File: src/rtl/core/ppmfd_pkg.sv
// Shared constants and types of the PPM frame decoder.
package ppmfd_pkg;

    localparam int CHANNELS = 8;
    localparam int CNT_W    = 4;
    localparam int TIME_W   = 16;
    localparam int THR_W    = 15;
    localparam int US_W     = 11;
    localparam int VALUE_W  = 15;
    localparam int SYNC_W   = 8;
    localparam int INDEX_W  = 3;
    localparam int ADDR_W   = 3;
    localparam int DATA_W   = 32;
    localparam int OUT_TDATA_W = 32;

    localparam logic [THR_W-1:0] THR_RESET = 15'd6000;
    localparam logic [US_W-1:0]  US_MIN    = 11'd1000;
    localparam logic [US_W-1:0]  US_MAX    = 11'd2000;
    localparam logic [CNT_W-1:0] CNT_FULL  = CNT_W'(CHANNELS);
    localparam logic signed [VALUE_W-1:0] US_CENTRE = 15'sd1500;

    // Register word index on the configuration port.
    localparam logic REG_SYNC_GAP = 1'b0;

    // Result item; the first member listed lies in the highest bits.
    typedef struct packed {
        logic [SYNC_W-1:0]         sync_count;
        logic                      frame_sync;
        logic signed [VALUE_W-1:0] channel_value;
        logic [INDEX_W-1:0]        channel_index;
        logic                      value_valid;
    } result_t;

    localparam int RESULT_W = $bits(result_t);

endpackage

File: src/rtl/core/ppmfd_cfg.sv
// Configuration register file with its APB-style access port.
module ppmfd_cfg
    import ppmfd_pkg::*;
(
    input  logic              clk,
    input  logic              rst_n,
    input  logic              psel,
    input  logic              penable,
    input  logic              pwrite,
    input  logic [ADDR_W-1:0] paddr,
    input  logic [DATA_W-1:0] pwdata,
    output logic [DATA_W-1:0] prdata,
    output logic              pready,
    output logic [THR_W-1:0]  sync_gap_ticks
);

    logic [THR_W-1:0] thr_reg;
    logic             wr_en;

    assign pready = 1'b1;
    // Only the word index is decoded; byte offsets within a word are ignored.
    assign wr_en  = psel && penable && pwrite && pready && (paddr[2] == REG_SYNC_GAP);

    always_ff @(posedge clk or negedge rst_n)
    begin
        if (!rst_n)
        begin
            thr_reg <= THR_RESET;
        end
        else if (wr_en)
        begin
            thr_reg <= pwdata[THR_W-1:0];
        end
    end

    always_comb
    begin
        prdata = '0;
        if (paddr[2] == REG_SYNC_GAP)
        begin
            prdata = {{(DATA_W-THR_W){1'b0}}, thr_reg};
        end
    end

    assign sync_gap_ticks = thr_reg;

endmodule

File: src/rtl/core/ppmfd_decode.sv
// Frame state and per-edge decode of gap, sync and channel value.
module ppmfd_decode
    import ppmfd_pkg::*;
(
    input  logic              clk,
    input  logic              rst_n,
    input  logic              step,
    input  logic [TIME_W-1:0] capture_time,
    input  logic [THR_W-1:0]  sync_gap_ticks,
    output result_t           result
);

    logic [TIME_W-1:0] prev_reg,     prev_next;
    logic [CNT_W-1:0]  count_reg,    count_next;
    logic              await_reg,    await_next;
    logic [SYNC_W-1:0] total_reg,    total_next;

    logic [TIME_W-1:0]         gap;
    logic                      is_sync;
    logic [US_W-1:0]           us;
    logic signed [VALUE_W-1:0] dev;
    logic signed [VALUE_W-1:0] scaled;

    assign gap     = capture_time - prev_reg;
    // The gap is read as signed, so a negative gap is never a sync gap.
    assign is_sync = $signed(gap) > $signed({1'b0, sync_gap_ticks});

    // A negative gap clamps to the low end; otherwise halve and clamp.
    always_comb
    begin
        priority if (gap[TIME_W-1])
            us = US_MIN;
        else if (gap[TIME_W-1:1] > {4'b0, US_MAX})
            us = US_MAX;
        else if (gap[TIME_W-1:1] < {4'b0, US_MIN})
            us = US_MIN;
        else
            us = gap[US_W:1];
    end

    assign dev    = $signed({4'b0, us}) - US_CENTRE;
    assign scaled = (dev <<< 4) + (dev <<< 2);

    always_comb
    begin
        prev_next  = capture_time;
        count_next = count_reg;
        await_next = await_reg;
        total_next = total_reg;
        result     = '0;
        if (count_reg < CNT_FULL)
        begin
            if (is_sync)
            begin
                count_next        = '0;
                await_next        = 1'b0;
                total_next        = total_reg + 1'b1;
                result.frame_sync = 1'b1;
            end
            else if (!await_reg)
            begin
                result.value_valid   = 1'b1;
                result.channel_index = count_reg[INDEX_W-1:0];
                result.channel_value = scaled;
                count_next           = count_reg + 1'b1;
            end
        end
        else
        begin
            // Frame full: this edge only rearms the channel count.
            count_next = '0;
            await_next = 1'b0;
        end
        result.sync_count = total_next;
    end

    always_ff @(posedge clk or negedge rst_n)
    begin
        if (!rst_n)
        begin
            prev_reg  <= '0;
            count_reg <= '0;
            await_reg <= 1'b1;
            total_reg <= '0;
        end
        else if (step)
        begin
            prev_reg  <= prev_next;
            count_reg <= count_next;
            await_reg <= await_next;
            total_reg <= total_next;
        end
    end

endmodule

File: src/rtl/core/ppm_frame_decoder_top.sv
// PPM frame decoder: top level with input and result registers.
//
// Input stream (s_axis_*): one item per falling edge of the PPM signal,
// carrying the 16-bit capture timestamp in half-microsecond ticks.
// Output stream (m_axis_*): exactly one result item per input item, with
// the channel value, its index, the sync flag and the running sync count.
// The APB port holds sync_gap_ticks at byte address 0; write it while idle.
// An item is accepted into the input register and moves on into the result
// register once that is free, and m_axis_tvalid rises as it enters the
// result register. Both stages advance together and one item is taken in
// every cycle while the output is drained.
// The decode state updates as an item moves into the result register; the
// gap, compare and scale path is combinational between the two registers.
// Reset clears the timestamp, channel count and sync count, arms the
// sync search and restores the threshold to 6000 ticks.
// When the receiver holds m_axis_tready low the result register keeps its
// item, one further item may wait in the input register, and then
// s_axis_tready falls until the output is taken.
module ppm_frame_decoder_top
    import ppmfd_pkg::*;
(
    input  logic                   clk,
    input  logic                   rst_n,
    input  logic                   s_axis_tvalid,
    output logic                   s_axis_tready,
    input  logic [TIME_W-1:0]      s_axis_tdata,   // [15:0] capture_time
    output logic                   m_axis_tvalid,
    input  logic                   m_axis_tready,
    // [0] value_valid, [3:1] channel_index, [18:4] channel_value,
    // [19] frame_sync, [27:20] sync_count, [31:28] zero
    output logic [OUT_TDATA_W-1:0] m_axis_tdata,
    input  logic                   psel,
    input  logic                   penable,
    input  logic                   pwrite,
    input  logic [ADDR_W-1:0]      paddr,
    input  logic [DATA_W-1:0]      pwdata,
    output logic [DATA_W-1:0]      prdata,
    output logic                   pready
);

    logic              in_valid_reg;
    logic [TIME_W-1:0] in_time_reg;
    logic              out_valid_reg;
    result_t           out_result_reg;

    logic              out_free;
    logic              advance;
    logic [THR_W-1:0]  sync_gap_ticks;
    result_t           result;

    assign out_free      = !out_valid_reg || m_axis_tready;
    assign advance       = in_valid_reg && out_free;
    assign s_axis_tready = !in_valid_reg || out_free;

    ppmfd_cfg u_cfg (
        .clk            (clk),
        .rst_n          (rst_n),
        .psel           (psel),
        .penable        (penable),
        .pwrite         (pwrite),
        .paddr          (paddr),
        .pwdata         (pwdata),
        .prdata         (prdata),
        .pready         (pready),
        .sync_gap_ticks (sync_gap_ticks)
    );

    ppmfd_decode u_decode (
        .clk            (clk),
        .rst_n          (rst_n),
        .step           (advance),
        .capture_time   (in_time_reg),
        .sync_gap_ticks (sync_gap_ticks),
        .result         (result)
    );

    always_ff @(posedge clk or negedge rst_n)
    begin
        if (!rst_n)
        begin
            in_valid_reg  <= 1'b0;
            out_valid_reg <= 1'b0;
        end
        else
        begin
            if (s_axis_tready)
            begin
                in_valid_reg <= s_axis_tvalid;
            end
            if (out_free)
            begin
                out_valid_reg <= in_valid_reg;
            end
        end
    end

    always_ff @(posedge clk)
    begin
        if (s_axis_tready && s_axis_tvalid)
        begin
            in_time_reg <= s_axis_tdata;
        end
        if (advance)
        begin
            out_result_reg <= result;
        end
    end

    assign m_axis_tvalid = out_valid_reg;
    assign m_axis_tdata  = {{(OUT_TDATA_W-RESULT_W){1'b0}}, out_result_reg};

endmodule

File: config.mk
export PLATFORM = sky130hd
export DESIGN_NAME = ppm_frame_decoder_top
export DESIGN_NICKNAME = d
export VERILOG_FILES = /design/src/rtl/core/ppmfd_pkg.sv /design/src/rtl/core/ppmfd_cfg.sv /design/src/rtl/core/ppmfd_decode.sv /design/src/rtl/core/ppm_frame_decoder_top.sv
export SDC_FILE = /design/constraint.sdc
export NUM_CORES = 1
export LEC_CHECK = 0
export BUFFER_PORTS_ARGS = -buffer_cell sky130_fd_sc_hd__buf_4
export CORE_ASPECT_RATIO = 2
export CORE_UTILIZATION = 60
export CTS_CLUSTER_DIAMETER = 30
export DETAILED_ROUTE_END_ITERATION = 8
export PLACE_DENSITY_LB_ADDON = 0.2
export SYNTH_ARGS = -nofsm -noshare
export SYNTH_HDL_FRONTEND = slang
export SYNTH_HIERARCHICAL = 1
export SYNTH_SLANG_ARGS = --single-unit
File: constraint.sdc
create_clock -name clk -period 8.93 [get_ports clk]
set_input_delay 2.679 -clock clk [delete_from_list [all_inputs] [get_ports clk]]
set_output_delay 2.679 -clock clk [all_outputs]
set_load 0.01 [all_outputs]
## After elaboration in Yosys (flattened, before gate mapping)

Index checks and enable logic that the tools add are counted.

| cells by class | value |
|---|---|
| add/subtract/negate cells | 5 |
| magnitude comparators | 4 |
| equality and inequality tests | 2 |
| multiplexer cells | 13 |
| bitwise gates (word level) | 2 |
| reductions and logical operators | 13 |

Operators by type and width:

| cell | number |
|---|---|
| 11-bit two-way mux | 3 |
| 16-bit greater-than comparator | 1 |
| 8-bit two-way mux | 2 |
| 16-bit subtractor | 1 |
| 15-bit by 14-bit adder with 15-bit output | 1 |
| 15-bit by 11-bit greater-than comparator with 1-bit output, second input constant | 1 |
| 15-bit by 10-bit < comparator with 1-bit output, second input constant | 1 |
| 15-bit two-way mux | 1 |
| 4-bit two-way mux | 3 |
| 11-bit by 11-bit subtractor with 12-bit output, second input constant | 1 |
| 8-bit by 1-bit adder with 8-bit output, second input constant | 1 |
| 1-bit logical AND | 5 |
| 4-bit by 1-bit adder with 4-bit output, second input constant | 1 |
| 4-bit < comparator, second input constant | 1 |
| 1-bit two-way mux | 4 |
| 2-bit AND reduction | 2 |
| 3-bit != test, second input constant | 1 |
| 3-bit OR reduction | 1 |
| 1-bit zero test | 2 |
| 1-bit logical OR | 2 |
| 2-bit by 1-bit != test with 1-bit output, second input constant | 1 |
| 1-bit NOT | 2 |
| 2-bit OR reduction | 1 |

| word-level totals | value |
|---|---|
| register bits | 90 |
| bits of input ports | 58 |
| output and inout bits | 67 |
| logic and storage cells | 52 |

## Logic depth before layout (Yosys ltp)

| logic depth | value |
|---|---|
| word-level depth | 7 |
| mapped depth | 27 |
| depth with buffers taken out | 26 |

## By module

The synthesis kept the hierarchy.

Modules (own cells, without submodules):

| module | instances | cells an instance | area each (um2) | seq. area each (um2) |
|---|---|---|---|---|
| ppmfd_decode | 1 | 447 | 3545.9 | 726.9 |
| ppm_frame_decoder_top | 1 | 57 | 1458.9 | 1371.3 |
| ppmfd_cfg | 1 | 68 | 872.1 | 384.1 |

## Least setup slack after synthesis

Ideal clock, no wire load.

| path | value |
|---|---|
| kind | input -> output |
| from | input paddr[2] |
| to | output prdata[10] |
| data arrival time | 3063 ps |
| data required time | 6251 ps |
| slack | 3188 ps |
| cell stages on the path | 2 |
| buffers on the path | 1 |
| cell sequence | clkbuf_1 > nor2b_1 |

| between the ends | value |
|---|---|
| longest elaborated chain between the ends | 1 |

Ends and longest elaborated chain:

| what | RTL line | RTL |
|---|---|---|
| start, declared | ppm_frame_decoder_top.sv:35 | `input logic [ADDR_W-1:0] paddr,` |
| 15-bit two-way mux | ppmfd_cfg.sv:39 | `if (paddr[2] == REG_SYNC_GAP)` |
| end, declared | ppm_frame_decoder_top.sv:37 | `output logic [DATA_W-1:0] prdata,` |

No other way between the ends.

## Worst setup path after layout

| path | value |
|---|---|
| from | register in_time_reg[0] |
| to | register out_result_reg (netlist bit m_axis_tdata[17]) (data pin) |

| between the ends | value |
|---|---|
| longest elaborated chain between the ends | 7 |
| elaborated cells between the ends (all ways) | 10 |
| classes of those cells | 3 x add/sub; 3 x order compare; 3 x mux; 1 x reduce/logical |

Ends and longest elaborated chain:

| what | RTL line | RTL |
|---|---|---|
| start, declared | ppm_frame_decoder_top.sv:42 | `logic [TIME_W-1:0] in_time_reg;` |
| start signal, assigned | ppm_frame_decoder_top.sv:101 | `in_time_reg <= s_axis_tdata;` |
| 16-bit subtractor (*) | ppmfd_decode.sv:24 | `assign gap = capture_time - prev_reg;` |
| 15-bit by 10-bit < comparator with 1-bit output | ppmfd_decode.sv:35 | `else if (gap[TIME_W-1:1] < {4'b0, US_MIN})` |
| 11-bit two-way mux | ppmfd_decode.sv:35 |  |
| 11-bit two-way mux | ppmfd_decode.sv:33 | `else if (gap[TIME_W-1:1] > {4'b0, US_MAX})` |
| 11-bit two-way mux | ppmfd_decode.sv:31 | `priority if (gap[TIME_W-1])` |
| 11-bit by 11-bit subtractor with 12-bit output | ppmfd_decode.sv:41 | `assign dev = $signed({4'b0, us}) - US_CENTRE;` |
| 15-bit by 14-bit adder with 15-bit output | ppmfd_decode.sv:42 | `assign scaled = (dev <<< 4) + (dev <<< 2);` |
| end signal, assigned | ppm_frame_decoder_top.sv:105 | `out_result_reg <= result;` |
| end, declared | ppm_frame_decoder_top.sv:44 | `result_t out_result_reg;` |

Every way passes the cells marked *; elsewhere a longest branch is shown, timed or not.
A chain may end at the register's enable or synchronous reset.

==> flow_summary_export.csv <==
group,metric,value,unit
outcome,status,"completed",
critical_path,endpoint_kind,"flop",
critical_path,cp_max_fo,11,
final_layout,antenna_cells,0,
power,p_seq_frac,0.315,
sta,period_minus_slack,6.44,ns
routing,vias_per_cell,5.58,
clock_network,numCtsBuffers,9,
critical_path,cpPeakStageDelay,0.52,ns
power,p_leak,3.11,nW
min_path,hold_path.class,"reg2reg",
power,p_int,0.00121,W
sta,clock.fmax,155,MHz
grt,grt_max_degree,64,
critical_path,cpMostUsedCell,"a21oi_1",
final_layout,area_growth,15.8,%
clock_network,clk-insertion-delay-late,0.34,ns
synth,ys_types,73,
clock_network,ctsResizeCount,0,
power,swShare,0.390,
sta,period_share,0.721,
sta,finalSetupTns,0,ns
grt,grt_pass1_wl,20400,um
sta,tightest_slew,0.799,ns
die,fp.dieW,72.0,um
sta,drv_slew,0,
run,max_cap_violations,0,
clock_network,cts-root-buf,"clkbuf_16",
synth,synth_top_cell_by_area,"edfxtp_1",
routing,drt_iter0_drc,226,
critical_path,cp_data_required_time,9.00,ns
power,p_comb_frac,0.495,
power,powerDensity,292,nW/um^2
power,p_total,0.00199,W
sta,rsz0062_at_grt,"no",
sta,setup_violations,0,
synth,synth_seq_cells,90,
critical_path,crit_slowest_cell,"a211oi_2",
final_layout,drive_gt1_frac,0.230,
routing,via_count,4383,
die,die_h,142,um
clock_network,clk_path_buf_depth,2,
clock_network,cts_sinks,90,
routing,drc,0,
synth,yosysWarnings,6,
die,die_area,10200,sq um
synth,yosys.area.top_type_share,0.225,
final_layout,largest_reg_flops,28,
die,core_area,9450,sq um
synth,avgSynthCellArea,10.3,sq um
grt,grt.overflow.total,0,
clock_network,hold_buffers,0,
routing,dr.pass1.iters,4,
power,peakVddDrop,0.000140,V
sta,finalClockSkew,0.00815,ns
routing,routed_wl,12700,um
routing,ant_nets,0,
grt,grt_use_total,0.261,
synth,yosys-top-cells-area,"edfxtp_1, dfrtp_1, ha_1, dfstp_2, inv_1",
routing,wl_per_cell,16.1,um
placement,io_buffers,83,
synth,ys.flop_type,"edfxtp_1",
synth,ys_seq_area_frac,0.422,
power,switchingPower,0.000775,W
final_layout,final_cell_mix,"buf_4, inv_1, edfxtp_1",
critical_path,crit_path_start_kind,"flop",
die,rows,50,
synth,async_flop_share,0.511,
die,io_pins,125,
sta,hold_slack,0.493,ns
final_layout,n_fill_cell,722,
clock_network,clk_pin_slew_worst_paths,0.07,ns
critical_path,critPathArrivalTime,6.51,ns
grt,grt_pass1_vias,4472,
die,initial_core_util,0.622,
synth,synth_area,5880,sq um
clock_network,postCtsSetupRepairBufs,0,
power,p_clk_frac,0.191,
grt,antenna_found_initial,0,
sta,maxSlewHeadroom,0.463,
critical_path,path_class,"reg2reg",
synth,synth_cells,572,
clock_network,cts_max_level,3,
placement,globalplace.congestion,0.884,
placement,dp_hpwl,9850,um
sta,hold_violations,0,
clock_network,cts_tree,"yes",
final_layout,fin_nets,753,
synth,synth_edf_count,44,
final_layout,final_common_cell,"buf_4",
## cell families (layout without fill, tap and decap cells)
family / Yosys count / count (layout) / synth area share
compound gates: 129 / 129 / 0.150
xor+xnor: 37 / 37 / 0.0583
fa+ha+maj: 45 / 45 / 0.0979
buf+inv: 86 / 150 / 0.0732
flops: 90 / 90 / 0.422
mux: 20 / 20 / 0.0445
other cells: 4 / 24 / 0.00255
simple gates: 161 / 161 / 0.151
## critical path: cells and delay by family, from the launching register on
family | cells | cell delay (ns)
xor gates and xnor gates | 1 | 0.19
buffers and inverters | 3 | 0.29
adders and majority gates | 4 | 1.19
and+or+nand+nor | 3 | 0.65
DFF | 1 | 0.40
AOI/OAI and AO/OA | 14 | 3.45
## per-stage QoR
| step | std cells | worst slack (ns) | cell area, sq um | util |
|---|---|---|---|---|
| 4_1_cts | 786 | 2.56 | 6810 | 0.720 |
| 2_1_floorplan | 592 | 3.19 | 5950 | - |
| 3_5_place_dp | 770 | 2.61 | 6500 | 0.688 |
| 3_3_place_gp | 770 | 2.74 | 6500 | 0.688 |
| 5_1_grt | 786 | 2.23 | 6810 | 0.720 |
| 6_report | 786 | 2.49 | 6810 | 0.720 |
## Yosys cell counts, types with 4 or more instances
library cell / n
nand3_1: 8
dfrtp_1: 38
o21a_1: 4
edfxtp_1: 44
buf_4: 24
a211oi_1: 4
a21o_1: 7
ha_1: 42
nand4_1: 8
mux2_4: 10
clkbuf_1: 8
dfstp_2: 8
o21bai_1: 7
nand2_1: 39
xnor2_1: 18
mux2_2: 9
inv_1: 49
nor2_1: 35
or2_2: 4
xor2_1: 18
and2_1: 11
nand2b_1: 10
conb_1: 4
a21oi_1: 35
nor2b_1: 13
and2b_1: 6
nor3_1: 9
o21ai_0: 32
## area by class of cell
type / instances / area (sq um) / share of cell area
Multi-Input combinational cell: 416 / 3040 / 0.447
Timing Repair Buffer: 84 / 631 / 0.0927
Clock inverter: 7 / 76.3 / 0.0112
Inverter: 50 / 188 / 0.0276
Clock buffer: 9 / 225 / 0.0331
Sequential cell: 90 / 2480 / 0.365
Tap cell: 130 / 163 / 0.0239
## layer usage
layer	vias up	share of wire	GRT usage
met2	127	0.57	0.502
met5	-	0	0
met3	36	0.027	0.0347
li1	2125	-	-
met1	2095	0.35	0.250
met4	0	0.053	0.165
## power groups by stage
stage | logic (W) | registers [W] | clock network (W)
6_report | 0.000984 | 0.000626 | 0.000379
5_1_grt | 0.00110 | 0.000636 | 0.000402
4_1_cts | 0.000980 | 0.000626 | 0.000389
3_5_place_dp | 0.000971 | 0.000634 | 0
3_3_place_gp | 0.000937 | 0.000629 | 0
2_1_floorplan | 0.000700 | 0.000644 | 0
## final timing paths
| check | depth (start not counted) | slack, ns | end | from |
|---|---|---|---|---|
| setup / recovery | 25 | 2.49 | m_axis_tdata[17] | in_time_reg[0] |
| hold / removal | 1 | 0.49 | u_decode/await_reg | u_decode/await_reg |
| setup reg to reg | 25 | 2.49 | m_axis_tdata[17] | in_time_reg[0] |
| hold reg to reg | 1 | 0.49 | u_decode/await_reg | u_decode/await_reg |
| max in group asynchronous | 1 | 6.17 | u_decode/count_reg[0] | rst_n |
| min in group asynchronous | 1 | 2.33 | u_decode/prev_reg[7] | rst_n |
Note: power is estimated with default switching activity, not from simulation.
